`config.mk`:
```
export PLATFORM = sky130hd
export DESIGN_NAME = dxt1_block_with_alpha_decoder_unit
export DESIGN_NICKNAME = d
export VERILOG_FILES = /design/src/rtl/core/dxtba_pkg.sv /design/src/rtl/core/dxt1_block_with_alpha_decoder_unit.sv /design/src/rtl/core/dxtba_palette.sv /design/src/rtl/core/dxtba_emitter.sv
export SDC_FILE = /design/constraint.sdc
export NUM_CORES = 1
export LEC_CHECK = 0
export BUFFER_PORTS_ARGS = -buffer_cell sky130_fd_sc_hd__buf_2
export CORE_MARGIN = 2
export CORE_UTILIZATION = 40
export CTS_BUF_LIST = sky130_fd_sc_hd__clkbuf_4
export CTS_CLUSTER_DIAMETER = 40
export DETAILED_ROUTE_END_ITERATION = 8
export GPL_TIMING_DRIVEN = 1
export PLACE_DENSITY = 0.62
export SLEW_MARGIN = 20
export SYNTH_ARGS = -nofsm -noshare
export SYNTH_HDL_FRONTEND = slang
export SYNTH_HIERARCHICAL = 1
export SYNTH_SLANG_ARGS = --single-unit
```
`constraint.sdc`:
```
create_clock -name clk -period 11.56 [get_ports clk]
set_input_delay 2.312 -clock clk [delete_from_list [all_inputs] [get_ports clk]]
set_output_delay 2.312 -clock clk [all_outputs]
set_load 0.01 [all_outputs]
```
`src/rtl/core/dxtba_pkg.sv`:
```
// shared types and palette arithmetic for the dxt1 block with alpha decoder
package dxtba_pkg;

  localparam int unsigned PixelsPerBlock = 16;
  localparam int unsigned CountWidth = $clog2(PixelsPerBlock);
  // floor(x / 3) == (x * Recip3) >> Recip3Shift for every x below 2048
  localparam int unsigned Recip3 = 683;
  localparam int unsigned Recip3Shift = 11;

  typedef struct packed {
    logic [15:0] color_endpoint0;
    logic [15:0] color_endpoint1;
    logic [31:0] color_indices;
    logic [15:0] alpha_endpoint0;
    logic [15:0] alpha_endpoint1;
    logic [31:0] alpha_indices;
  } block_in_t;

  typedef struct packed {
    logic [1:0] pixel_row;
    logic [1:0] pixel_column;
    logic [7:0] red;
    logic [7:0] green;
    logic [7:0] blue;
    logic [7:0] alpha;
    logic       last_pixel;
  } pixel_out_t;

  typedef struct packed {
    logic [3:0][7:0] red;
    logic [3:0][7:0] green;
    logic [3:0][7:0] blue;
    logic [3:0][7:0] alpha;
    logic [31:0]     color_indices;
    logic [31:0]     alpha_indices;
  } palette_t;

  function automatic logic [7:0] expand5(input logic [4:0] v);
    return {v, v[4:2]};
  endfunction

  function automatic logic [7:0] expand6(input logic [5:0] v);
    return {v, v[5:4]};
  endfunction

  // (a + 2b) / 3, truncated
  function automatic logic [7:0] third_mix(input logic [7:0] a, input logic [7:0] b);
    logic [9:0]  sum;
    logic [19:0] prod;
    sum  = {2'b00, a} + {1'b0, b, 1'b0};
    prod = {10'd0, sum} * 20'(Recip3);
    return prod[Recip3Shift +: 8];
  endfunction

endpackage

```
`src/rtl/core/dxt1_block_with_alpha_decoder_unit.sv`:
```
// path: the first pixel of a block passes the input, work and output registers in turn
// throughput: one pixel per cycle while pixel_ready is high and the next block is held
// a new block beat is taken while the previous block is still being emitted
// reset: synchronous, clears the input held flag, busy flag, pixel counter and output valid
module dxt1_block_with_alpha_decoder_unit (
  input  logic                  clk,
  input  logic                  rst,
  input  logic                  block_valid,
  output logic                  block_ready,
  input  dxtba_pkg::block_in_t  block_data,
  output logic                  pixel_valid,
  input  logic                  pixel_ready,
  output dxtba_pkg::pixel_out_t pixel_data
);
  import dxtba_pkg::*;

  logic     src_valid;
  logic     src_take;
  palette_t src;

  dxtba_palette u_palette (
    .clk         (clk),
    .rst         (rst),
    .block_valid (block_valid),
    .block_ready (block_ready),
    .block_data  (block_data),
    .src_valid   (src_valid),
    .src_take    (src_take),
    .src         (src)
  );

  dxtba_emitter u_emitter (
    .clk         (clk),
    .rst         (rst),
    .src_valid   (src_valid),
    .src_take    (src_take),
    .src         (src),
    .pixel_valid (pixel_valid),
    .pixel_ready (pixel_ready),
    .pixel_data  (pixel_data)
  );

endmodule

```
`src/rtl/core/dxtba_palette.sv`:
```
// input register and four-entry colour and alpha palette build
module dxtba_palette (
  input  logic                 clk,
  input  logic                 rst,
  input  logic                 block_valid,
  output logic                 block_ready,
  input  dxtba_pkg::block_in_t block_data,
  output logic                 src_valid,
  input  logic                 src_take,
  output dxtba_pkg::palette_t  src
);
  import dxtba_pkg::*;

  logic      held;
  block_in_t blk;
  logic [7:0] r0, r1, g0, g1, b0, b1, a0, a1;

  assign block_ready = !held || src_take;
  assign src_valid   = held;

  always_ff @(posedge clk) begin
    if (rst) begin
      held <= 1'b0;
    end else if (block_valid && block_ready) begin
      held <= 1'b1;
    end else if (src_take) begin
      held <= 1'b0;
    end
    if (block_valid && block_ready) begin
      blk <= block_data;
    end
  end

  always_comb begin
    r0 = expand5(blk.color_endpoint0[15:11]);
    g0 = expand6(blk.color_endpoint0[10:5]);
    b0 = expand5(blk.color_endpoint0[4:0]);
    r1 = expand5(blk.color_endpoint1[15:11]);
    g1 = expand6(blk.color_endpoint1[10:5]);
    b1 = expand5(blk.color_endpoint1[4:0]);
    a0 = expand6(blk.alpha_endpoint0[10:5]);
    a1 = expand6(blk.alpha_endpoint1[10:5]);

    src.red   = {third_mix(r0, r1), third_mix(r1, r0), r1, r0};
    src.green = {third_mix(g0, g1), third_mix(g1, g0), g1, g0};
    src.blue  = {third_mix(b0, b1), third_mix(b1, b0), b1, b0};
    src.alpha = {third_mix(a0, a1), third_mix(a1, a0), a1, a0};
    src.color_indices = blk.color_indices;
    src.alpha_indices = blk.alpha_indices;
  end

endmodule

```
`src/rtl/core/dxtba_emitter.sv`:
```
// walks the sixteen pixels of a block into the output register
module dxtba_emitter (
  input  logic                  clk,
  input  logic                  rst,
  input  logic                  src_valid,
  output logic                  src_take,
  input  dxtba_pkg::palette_t   src,
  output logic                  pixel_valid,
  input  logic                  pixel_ready,
  output dxtba_pkg::pixel_out_t pixel_data
);
  import dxtba_pkg::*;

  logic                  busy;
  logic [CountWidth-1:0] cnt;
  palette_t              work;
  logic                  adv;
  logic                  at_last;
  logic [1:0]            ci;
  logic [1:0]            ai;

  assign at_last  = cnt == CountWidth'(PixelsPerBlock - 1);
  assign adv      = busy && (!pixel_valid || pixel_ready);
  assign src_take = src_valid && (!busy || (adv && at_last));
  assign ci       = work.color_indices[31:30];
  assign ai       = work.alpha_indices[31:30];

  always_ff @(posedge clk) begin
    if (rst) begin
      busy        <= 1'b0;
      cnt         <= '0;
      pixel_valid <= 1'b0;
    end else begin
      if (adv) begin
        pixel_valid <= 1'b1;
      end else if (pixel_ready) begin
        pixel_valid <= 1'b0;
      end
      if (src_take) begin
        busy <= 1'b1;
        cnt  <= '0;
      end else if (adv) begin
        cnt <= cnt + 1'b1;
        if (at_last) begin
          busy <= 1'b0;
        end
      end
    end

    if (adv) begin
      pixel_data.pixel_row    <= cnt[3:2];
      pixel_data.pixel_column <= cnt[1:0];
      pixel_data.red          <= work.red[ci];
      pixel_data.green        <= work.green[ci];
      pixel_data.blue         <= work.blue[ci];
      pixel_data.alpha        <= work.alpha[ai];
      pixel_data.last_pixel   <= at_last;
    end

    // indices shift up so the current pixel always sits in the top two bits
    if (src_take) begin
      work <= src;
    end else if (adv) begin
      work.color_indices <= {work.color_indices[29:0], 2'b00};
      work.alpha_indices <= {work.alpha_indices[29:0], 2'b00};
    end
  end

endmodule

```
Word-level counts from Yosys, hierarchy flattened --
Cells that the tools add are included.
Storage, ports and cells: register bits 354, input port bits 132, output and inout bits 39, word-level logic and storage cells 88
Cells by class: $add $sub $neg 9, multipliers 8, order comparisons 2, equality and inequality tests 1, multiplexer cells 17, reductions and logical operators 16
Operators by type and width (number):
- 10-bit by 10-bit multiplier with 19-bit output (second input constant) | 8
- 64-bit two-way mux | 2
- 8-bit by 9-bit adder with 10-bit output | 8
- 8-bit binary-select mux with 2-bit select | 4
- 8-bit two-way mux | 4
- 2-bit nonzero test | 4
- 1-bit two-way mux | 7
- 2-bit by 3-bit < comparator with 1-bit output (second input constant) | 2
- 4-bit by 1-bit adder with 4-bit output (second input constant) | 1
- 4-bit equality test (second input constant) | 1
- 1-bit logical AND | 4
- 1-bit logical NOT | 3
- 1-bit logical OR | 3
- 2-bit AND reduction | 1
- 2-bit OR reduction | 1

Longest topological paths before layout --
Gate-level depths: netlist of run 1.
word-level depth 9, gate-level depth with buffers 28

Cells and area by module --
The synthesis of run 1 kept the hierarchy.
By module, submodules not included:
- dxtba_palette | instances 1, cells an instance 1703, area each 18089.8 sq um, sequential area each 3263.1 sq um
- dxtba_emitter | instances 1, cells an instance 376, area each 8847.2 sq um, sequential area each 6996.7 sq um

Worst setup path before layout of run 1 --
Ideal clock, no wire load.
path type input port to flip-flop, start point input pixel_ready, end point register u_palette.blk, in the netlist u_palette/src[0], enable pin, library setup time 0.479 ns, arrival 8.339 ns, setup slack 2.742 ns, stages on the path 7, path through nand2b_1 > a31oi_2 > buf_6 > buf_6 > inv_1 > nand2b_1 > and2_1
On the way: cells in the longest elaborated chain, start to end 7
RTL lines:
- start: declaration | RTL line dxt1_block_with_alpha_decoder_unit.sv:12 | input logic pixel_ready,
- 1-bit logical OR | RTL line dxtba_emitter.sv:23 | assign adv = busy && (!pixel_valid || pixel_ready);
- 1-bit logical AND | RTL line dxtba_emitter.sv:23
- 1-bit logical AND | RTL line dxtba_emitter.sv:24 | assign src_take = src_valid && (!busy || (adv && at_last));
- 1-bit logical OR | RTL line dxtba_emitter.sv:24
- 1-bit logical AND | RTL line dxtba_emitter.sv:24
- named net src_take | RTL line dxt1_block_with_alpha_decoder_unit.sv:18 | logic src_take;
- 1-bit logical OR | RTL line dxtba_palette.sv:18 | assign block_ready = !held || src_take;
- named net block_ready | RTL line dxt1_block_with_alpha_decoder_unit.sv:9 | output logic block_ready,
- 1-bit logical AND | RTL line dxtba_palette.sv:29 | if (block_valid && block_ready) begin
- end signal: assignment | RTL line dxtba_palette.sv:30 | blk <= block_data;
- end: declaration | RTL line dxtba_palette.sv:15 | block_in_t blk;
The timed path passes the listed nets, and every way through them passes these cells. A chain may end at the register's enable or synchronous reset.

==> Implementation_results.wiki, run 1 <==
{| class="wikitable"
! Metric !! Value
|-
| Result of the run || complete, no violations
|-
| Buffers added on ports || 150
|-
| HPWL after DPL || 42.6 mm
|-
| Mean number of vias per cell || 4.94
|-
| Number of clock buffers inserted by TritonCTS || 95
|-
| Most frequent cell on the critical path || sky130_fd_sc_hd__inv_1
|-
| Quantity of hold-fixing buffers added after cts || 0
|-
| Worst-Skew Late Latency || 0.89 ns
|-
| Flip-flop and latch count after synthesis || 344
|-
| Start point of the worst hold path || u_palette/src[55]
|-
| Launching element type of the critical path || register
|-
| Antenna Nets Post-Route || 0
|-
| Pin count of the biggest net entering global routing || 72
|-
| Final wirelength || 53.8 mm
|-
| Full die area || 69400 um^2
|-
| Setup slack of the worst register-to-register path || 4.77 ns
|-
| Share of the synthesized area in the top cell type || 37.6%
|-
| Crit path launch || u_palette/src[168]
|-
| Kind of critical path || register to register
|-
| Die height || 264 um
|-
| Die extent in x || 264 um
|-
| Setup repair after global routing missed its margin || no
|-
| Required time reported for the critical path endpoint || 12.16 ns
|-
| Vias after detailed routing || 16045
|-
| Arrival time worst endpoint || 7.38 ns
|-
| Number of H-tree levels || 3
|-
| Number of nets in the finished design || 3102
|-
| Placer's final routability congestion estimate || 0.873
|-
| Number of remaining DRC errors || 0
|-
| RR Startpoint || u_palette/src[168]
|-
| Crit. End Element || register
|-
| Post-CTS setup buffer count || 0
|-
| Number of distinct standard cells referenced by the synthesized netlist || 64
|-
| Fmax || 147 MHz
|-
| Starting density of the core || 40.3%
|-
| Number of clock sinks seen by CTS || 344
|-
| Average footprint of a synthesized cell || 13.0 um^2
|-
| Instance count of the mapped netlist || 2079
|-
| Core area || 66900 um^2
|-
| Cell area after synthesis || 26900 um^2
|-
| Post-synth top flop || sky130_fd_sc_hd__edfxtp_1
|-
| Global-route wire length before repair || 88.6 mm
|-
| Number of global-route vias before repair || 17643
|-
| Final critical path time including I/O delays and setup || 6.79 ns
|-
| Number of pins with negative max-slew slack in the final report || 0
|-
| Overflow left after global routing || 0
|-
| Maximum single-stage delay on the critical path || 0.61 ns
|-
| Detailed Routing Iterations Pass 1 || 5
|-
| Clock-pin slew of the registers on the worst-case setup and hold paths || 0.08 ns
|-
| Relative area change from synthesis to final layout || 10.7%
|-
| Post-synth net total || 2885
|-
| IO Pins || 171
|-
| Share of the clock period used by the worst path after layout || 58.7%
|-
| Max Cap Viol || 0
|-
| Final Skew || 0.0745 ns
|-
| All-layer global routing usage || 16.0%
|-
| Count of flip-flops with a built-in enable after synthesis || 337
|-
| Path class of the lowest-slack min-delay path || register to register
|-
| Fraction of final layout cells with drive strength greater than 1 || 17.9%
|-
| Root Driver || sky130_fd_sc_hd__clkbuf_4
|-
| Total of cells resized after clock tree synthesis || 0
|-
| Number of hold-slack violations in the final timing report || 0
|-
| Largest driver fanout on the critical path || 7
|-
| WL per Instance || 16.6 um
|-
| Placement Rows || 95
|-
| Cell types with the largest area share after synthesis || sky130_fd_sc_hd__edfxtp_1, sky130_fd_sc_hd__ha_1, sky130_fd_sc_hd__fa_1
|-
| Cell type with the largest total area after synthesis || sky130_fd_sc_hd__edfxtp_1
|-
| Warnings, synthesis || 6
|-
| Worst rel slew slack || 37.5%
|-
| Worst-path cell with the longest stage delay || sky130_fd_sc_hd__edfxtp_1
|-
| Final sum of negative setup slack || 0 ns
|-
| TritonCTS clock tree || yes
|-
| Clock Tree Buf Depth || 3
|-
| Number of setup violations in the final report || 0
|-
| Fraction of the yosys area taken by sequential cells || 38.1%
|-
| Worst slew pin tran || 0.937 ns
|-
| Count of routing violations after the opening detailed-route iteration || 719
|-
| Antenna violations before repair || 13
|-
| Fraction of registers with async set or reset after synthesis || 0%
|}
## critical path: cells and delay by family, from the launching register on
kind,cells,cell delay (ns)
buffers and inverters,6,0.44
AO/OA/AOI/OAI,6,1.28
XOR/XNOR,2,0.26
flip-flops,1,0.61
adder cells (fa/ha/maj),8,2.97
AND/OR/NAND/NOR,6,0.95
## final cells by class
class / instances / area, um^2
fill: 6138 / 37100
multi-input combinational: 1356 / 15100
sequential: 344 / 10300
clock buffer: 135 / 1010
inverter: 340 / 1280
timing repair buffer: 159 / 838
antenna: 8 / 20.0
tap: 873 / 1090
clock inverter: 33 / 179
## synthesized netlist by cell type (5+ instances only)
| master | count |
|---|---|
| sky130_fd_sc_hd__buf_2 | 7 |
| sky130_fd_sc_hd__inv_1 | 340 |
| sky130_fd_sc_hd__a21boi_0 | 5 |
| sky130_fd_sc_hd__o21bai_1 | 14 |
| sky130_fd_sc_hd__nor3_1 | 18 |
| sky130_fd_sc_hd__fa_1 | 171 |
| sky130_fd_sc_hd__xnor2_1 | 106 |
| sky130_fd_sc_hd__mux2_4 | 34 |
| sky130_fd_sc_hd__nand3_1 | 6 |
| sky130_fd_sc_hd__xor2_1 | 36 |
| sky130_fd_sc_hd__a211oi_1 | 10 |
| sky130_fd_sc_hd__nor2b_1 | 24 |
| sky130_fd_sc_hd__a21oi_1 | 78 |
| sky130_fd_sc_hd__edfxtp_1 | 337 |
| sky130_fd_sc_hd__and2_1 | 7 |
| sky130_fd_sc_hd__nand2b_1 | 12 |
| sky130_fd_sc_hd__o21a_1 | 25 |
| sky130_fd_sc_hd__mux2_2 | 26 |
| sky130_fd_sc_hd__o21ai_0 | 42 |
| sky130_fd_sc_hd__dfxtp_1 | 7 |
| sky130_fd_sc_hd__mux4_2 | 32 |
| sky130_fd_sc_hd__nor2_1 | 67 |
| sky130_fd_sc_hd__nand2_1 | 33 |
| sky130_fd_sc_hd__a21o_1 | 35 |
| sky130_fd_sc_hd__buf_4 | 20 |
| sky130_fd_sc_hd__ha_1 | 503 |
| sky130_fd_sc_hd__nand4_1 | 9 |
## state kept, by name (all words and copies together), names as in the netlist
name                   cells
u_emitter/busy             1
u_emitter/pixel_data      37
u_emitter/ci               2
u_palette/src_valid        1
u_emitter/ai               2
u_emitter/work           188
u_palette/src            108
u_emitter/pixel_valid      1
u_emitter/cnt              4
## path summary, 6_finish.rpt
| check | endpoint | depth (start not counted) |
|---|---|---|
| hold / removal | u_emitter/work[55] | 1 |
| hold reg to reg | u_emitter/work[55] | 1 |
| setup reg to reg | u_emitter/work[191] | 28 |
| setup / recovery | u_emitter/work[191] | 28 |
## through the flow
stage          setup slack, ns  area [um^2]  hold WS [ns]  instances  utilization [%]
2_1_floorplan             2.74        26900         0.446       2079                -
3_3_place_gp              4.82        28600         0.472       3071             42.7
3_5_place_dp              4.70        28600         0.480       3071             42.7
4_1_cts                   4.69        29800         0.466       3239             44.5
5_1_grt                   4.21        29800         0.496       3248             44.6
6_report                  4.77        29800         0.489       3248             44.6
## kinds of logic (layout without fill, tap and decap cells)
group,Yosys count,in the layout,share of synthesized area [%]
buffers and inverters,379,667,5.80
flip-flops,344,344,38.1
AO/OA/AOI/OAI,258,258,6.33
other,0,8,0
AND/OR/NAND/NOR,190,190,3.44
XOR/XNOR,142,142,4.62
adder cells (fa/ha/maj),674,674,36.1
multiplexers,92,92,5.66
## cell usage in the layout, fill, tap and decap left out, types with 4 or more instances in the layout
cell and n:
sky130_fd_sc_hd__nand3_1 6, sky130_fd_sc_hd__buf_4 8, sky130_fd_sc_hd__mux2_4 34, sky130_fd_sc_hd__clkinv_2 11, sky130_fd_sc_hd__and2_1 6, sky130_fd_sc_hd__o21a_1 25
sky130_fd_sc_hd__xnor2_1 106, sky130_fd_sc_hd__o31a_1 4, sky130_fd_sc_hd__clkinv_1 15, sky130_fd_sc_hd__a21oi_1 78, sky130_fd_sc_hd__xor2_1 36, sky130_fd_sc_hd__dfxtp_1 7
sky130_fd_sc_hd__fa_1 171, sky130_fd_sc_hd__nand2b_1 12, sky130_fd_sc_hd__o21ai_0 41, sky130_fd_sc_hd__diode_2 8, sky130_fd_sc_hd__clkbuf_4 135, sky130_fd_sc_hd__nor3_1 18
sky130_fd_sc_hd__inv_1 339, sky130_fd_sc_hd__mux2_2 26, sky130_fd_sc_hd__o21bai_1 14, sky130_fd_sc_hd__nand4_1 9, sky130_fd_sc_hd__nand2_1 33, sky130_fd_sc_hd__a211oi_1 10
sky130_fd_sc_hd__a21o_1 35, sky130_fd_sc_hd__edfxtp_1 337, sky130_fd_sc_hd__ha_1 503, sky130_fd_sc_hd__nor2b_1 24, sky130_fd_sc_hd__nor2_1 66, sky130_fd_sc_hd__and3_1 4
sky130_fd_sc_hd__mux4_2 32, sky130_fd_sc_hd__buf_2 150, sky130_fd_sc_hd__a21boi_0 5
## metal layers
metal  track usage (%)  routed length [um]  up-vias
met5                 0                 147        -
met4              4.45                1040       22
met3              4.27                2670       92
met2              26.0               25300      291
met1              21.0               24600     7818
li1                  -                   -     7822
Power of run 1 is left out: the tool's default activity adds up to more than one toggle a clock period on the data nets, which glitch-free logic cannot reach.
==> inputs of run 2 (changes only) <==
Settings changed: PLACE_DENSITY 0.62 to 0.65.
Clock period 11.56 ns to 5.75 ns, I/O delays scaled along.
==> run 2 against run 1 <==
  * The run now ends with negative setup slack left
  * Die area is the same
  * Final cell count grew 9.7%
  * Wire length grew 11%
  * Global-route usage grew 1.3 points
  * Worst hold slack lost 0.075 ns
  * Setup slack lost 4.9 ns
  * Count of clock-buffer cells in the layout is the same
  * Clock skew shrank 0.0055 ns
  * Largest cell class unchanged
  * Highest routed layer unchanged
==> Implementation_results.wiki, run 2 (synthesis gave the netlist of run 1 again) <==
{| class="wikitable"
! Metric !! Value
|-
| Result of the run || complete, but fails checks
|-
| Violations in the final reports || negative setup slack
|-
| Worst R2R Path Depth || 26 (-7.1%)
|-
| Worst-path cell with the longest stage delay || sky130_fd_sc_hd__fa_1
|-
| Dpl cell area || 30600 um^2 (+7.2%)
|-
| Number of clock sinks seen by CTS || 344 (unchanged)
|-
| Antenna Nets Post-Route || 0 (unchanged)
|-
| Relative area change from synthesis to final layout || 25.9%
|-
| Post-route cell area || 33900 um^2 (+14%)
|-
| Number of H-tree levels || 3 (unchanged)
|-
| Start point of the worst hold path || block_data[2]
|-
| Setup repair after global routing missed its margin || yes
|-
| RR Startpoint || u_palette/src[137]
|-
| Path class of the lowest-slack min-delay path || primary input to register
|-
| Number of pins with negative max-slew slack in the final report || 0 (unchanged)
|-
| Most frequent cell on the critical path || sky130_fd_sc_hd__ha_4
|-
| Setup slack of the worst register-to-register path || -0.1 ns (-4.87 ns)
|-
| Placed cells || 3317 (+8.0%)
|-
| Vias after detailed routing || 17367 (+8.2%)
|-
| Worst rel slew slack || 27.8% (-9.7 points)
|-
| Number of hold-slack violations in the final timing report || 0 (unchanged)
|-
| Commonest cells after routing, fill and taps aside || sky130_fd_sc_hd__ha_1, sky130_fd_sc_hd__edfxtp_1, sky130_fd_sc_hd__inv_1
|-
| Number of standard cells in the final layout excluding fillers || 3562 (+9.7%)
|-
| Maximum single-stage delay on the critical path || 0.58 ns (-0.03 ns)
|-
| Capture point of the worst reg-to-reg path || u_emitter/work[159]
|-
| Final design utilization || 50.7% (+6.1 points)
|-
| Antenna violations before repair || 8 (-5)
|-
| Max Cap Viol || 0 (unchanged)
|-
| Kind of critical path || register to register
|-
| Count of cells along the worst hold path || 1 (unchanged)
|-
| Fin Hold WS || 0.414 ns (-0.0753 ns)
|-
| HPWL after DPL || 45.8 mm (+7.4%)
|-
| Die height || 264 um (unchanged)
|-
| Fill cell instance count of the final layout || 5720 (-6.8%)
|-
| IO Pins || 171 (unchanged)
|-
| Launching element type of the critical path || register
|-
| Area taken by multi-input logic gates || 16800 um^2 (+11%)
|-
| Count of routing violations after the opening detailed-route iteration || 700 (-2.6%)
|-
| Worst Hold Path EP || u_palette/src[2]
|-
| All-layer global routing usage || 17.3% (+1.3 points)
|-
| Number of global-route vias before repair || 19159 (+8.6%)
|-
| Final critical path time including I/O delays and setup || 5.85 ns (-0.939 ns)
|-
| Final Skew || 0.0691 ns (-0.00548 ns)
|-
| Required time reported for the critical path endpoint || 6.33 ns (-5.83 ns)
|-
| Arrival time worst endpoint || 6.42 ns (-0.96 ns)
|-
| Largest register by flop count || u_emitter/work
|-
| Number of setup violations in the final report || 5 (+5)
|-
| Pin count of the biggest net entering global routing || 66 (-8.3%)
|-
| Detailed Routing Iterations Pass 1 || 5 (unchanged)
|-
| Overflow left after global routing || 0 (unchanged)
|-
| WL per Instance || 16.7 um (+0.79%)
|-
| Buffers added on ports || 150 (unchanged)
|-
| Most common cell after layout, fill and taps aside || sky130_fd_sc_hd__ha_1
|-
| Mean number of vias per cell || 4.88 (-1.3%)
|-
| Buf+Inv Stages, Crit Path || 6 (unchanged)
|-
| Clock Tree Buf Depth || 3 (unchanged)
|-
| Placer's final routability congestion estimate || 0.880 (+0.79%)
|-
| Slack of the critical path || -0.0965 ns (-4.87 ns)
|-
| Final wirelength || 59.4 mm (+11%)
|-
| Number of remaining DRC errors || 0 (unchanged)
|-
| Starting density of the core || 40.3% (unchanged)
|-
| Fmax || 171 MHz (+16%)
|-
| Fraction of final layout cells with drive strength greater than 1 || 36.8% (+19 points)
|-
| Crit. End Element || register
|-
| Crit-path leading delay family || adder cells
|-
| Share of the clock period used by the worst path after layout || 102% (+43 points)
|-
| Number of nets in the finished design || 3420 (+10%)
|-
| Flip-flop count of the largest register, all copies and words added || 188 (unchanged)
|-
| Worst-Skew Late Latency || 0.91 ns (+0.02 ns)
|-
| Placement Rows || 95 (unchanged)
|-
| Area taken by flip-flops and latches || 10300 um^2 (unchanged)
|-
| Core area || 66900 um^2 (unchanged)
|-
| Die extent in x || 264 um (unchanged)
|-
| Clock-pin slew of the registers on the worst-case setup and hold paths || 0.07 ns (about the same)
|-
| TritonCTS clock tree || yes
|-
| Full die area || 69400 um^2 (unchanged)
|-
| Root Driver || sky130_fd_sc_hd__clkbuf_4
|-
| Largest driver fanout on the critical path || 3 (-4)
|-
| Worst slew pin tran || 1.08 ns (+0.145 ns)
|-
| Number of clock buffers inserted by TritonCTS || 95 (unchanged)
|-
| Global-route wire length before repair || 96.3 mm (+8.7%)
|}
-- run 2: cell count changes in the layout (fill, tap and decap cells not counted), sizes merged --
cell and change:
diode -4, clkinv -3, buf +318, inv +3
-- run 2: area by class of cell --
| class | count | share of cell area, % |
|---|---|---|
| Sequential cell | 344 | 30.2 |
| Inverter | 340 | 3.77 |
| Tap cell | 873 | 3.22 |
| Clock buffer | 135 | 2.99 |
| Antenna cell | 4 | 0.0295 |
| Clock inverter | 33 | 0.568 |
| Timing Repair Buffer | 477 | 9.62 |
| Multi-Input combinational cell | 1356 | 49.6 |
-- run 2: timing repair --
item,4_1_cts,5_1_grt
resized for setup,118,166
endpoints found under the hold margin,0,0
pin swaps,101,136
hold buffers,0,0
buffers inserted,43,37
setup endpoints to repair,44,49
-- run 2: worst max-delay path by stage --
| stage | endpoint | startpoint | depth (start not counted) | slack (ns) |
|---|---|---|---|---|
| finish | u_emitter/work[159] | u_palette/src[137] | 26 | -0.1 |
| global route | u_emitter/work[159] | u_palette/src[137] | 26 | -0.29 |
| CTS | u_emitter/work[158] | u_palette/src[137] | 26 | -0.06 |
| detailed placement | u_emitter/work[159] | u_palette/src[137] | 23 | -0.35 |
| global placement | u_emitter/work[159] | u_palette/src[137] | 23 | -0.25 |
| floorplan | u_emitter/work[119] | u_palette/src[96] | 23 | 0.006 |
-- run 2: worst reg2reg max path, stage by stage, from the launching register on --
cell and delay [ns]:
sky130_fd_sc_hd__edfxtp_1 0.49, sky130_fd_sc_hd__buf_4 0.19, sky130_fd_sc_hd__buf_6 0.11, sky130_fd_sc_hd__ha_4 0.20, sky130_fd_sc_hd__a21o_1 0.16, sky130_fd_sc_hd__a21oi_2 0.15
sky130_fd_sc_hd__o21ai_1 0.11, sky130_fd_sc_hd__a21oi_2 0.16, sky130_fd_sc_hd__buf_4 0.13, sky130_fd_sc_hd__o21ai_2 0.05, sky130_fd_sc_hd__xnor2_1 0.19, sky130_fd_sc_hd__buf_4 0.16
sky130_fd_sc_hd__ha_4 0.20, sky130_fd_sc_hd__ha_4 0.24, sky130_fd_sc_hd__fa_1 0.49, sky130_fd_sc_hd__fa_1 0.57, sky130_fd_sc_hd__inv_2 0.04, sky130_fd_sc_hd__fa_1 0.58
sky130_fd_sc_hd__inv_2 0.06, sky130_fd_sc_hd__ha_4 0.27, sky130_fd_sc_hd__o21ai_4 0.06, sky130_fd_sc_hd__a211oi_4 0.27, sky130_fd_sc_hd__nor2_2 0.08, sky130_fd_sc_hd__a211oi_2 0.28
sky130_fd_sc_hd__o21a_1 0.17, sky130_fd_sc_hd__nor2_1 0.05, sky130_fd_sc_hd__xnor2_1 0.11
-- run 2: metrics by stage --
stage | setup slack (ns) | setup TNS (ns)
CTS | -0.0564 | -0.270
finish | -0.0965 | -0.232
global placement | -0.246 | -3.45
detailed placement | -0.347 | -7.53
floorplan | 0.00608 | 0
global route | -0.295 | -4.65
-- run 2: per-layer routing --
| metal | vias to the layer above | GRT usage [%] | wire [um] |
|---|---|---|---|
| met5 | - | 0 | 85 |
| met4 | 12 | 4.71 | 1160 |
| met3 | 108 | 4.13 | 2900 |
| met2 | 343 | 29.0 | 29000 |
| met1 | 8454 | 22.4 | 26300 |
| li1 | 8450 | - | - |
Power of run 2 is left out for the same reason.
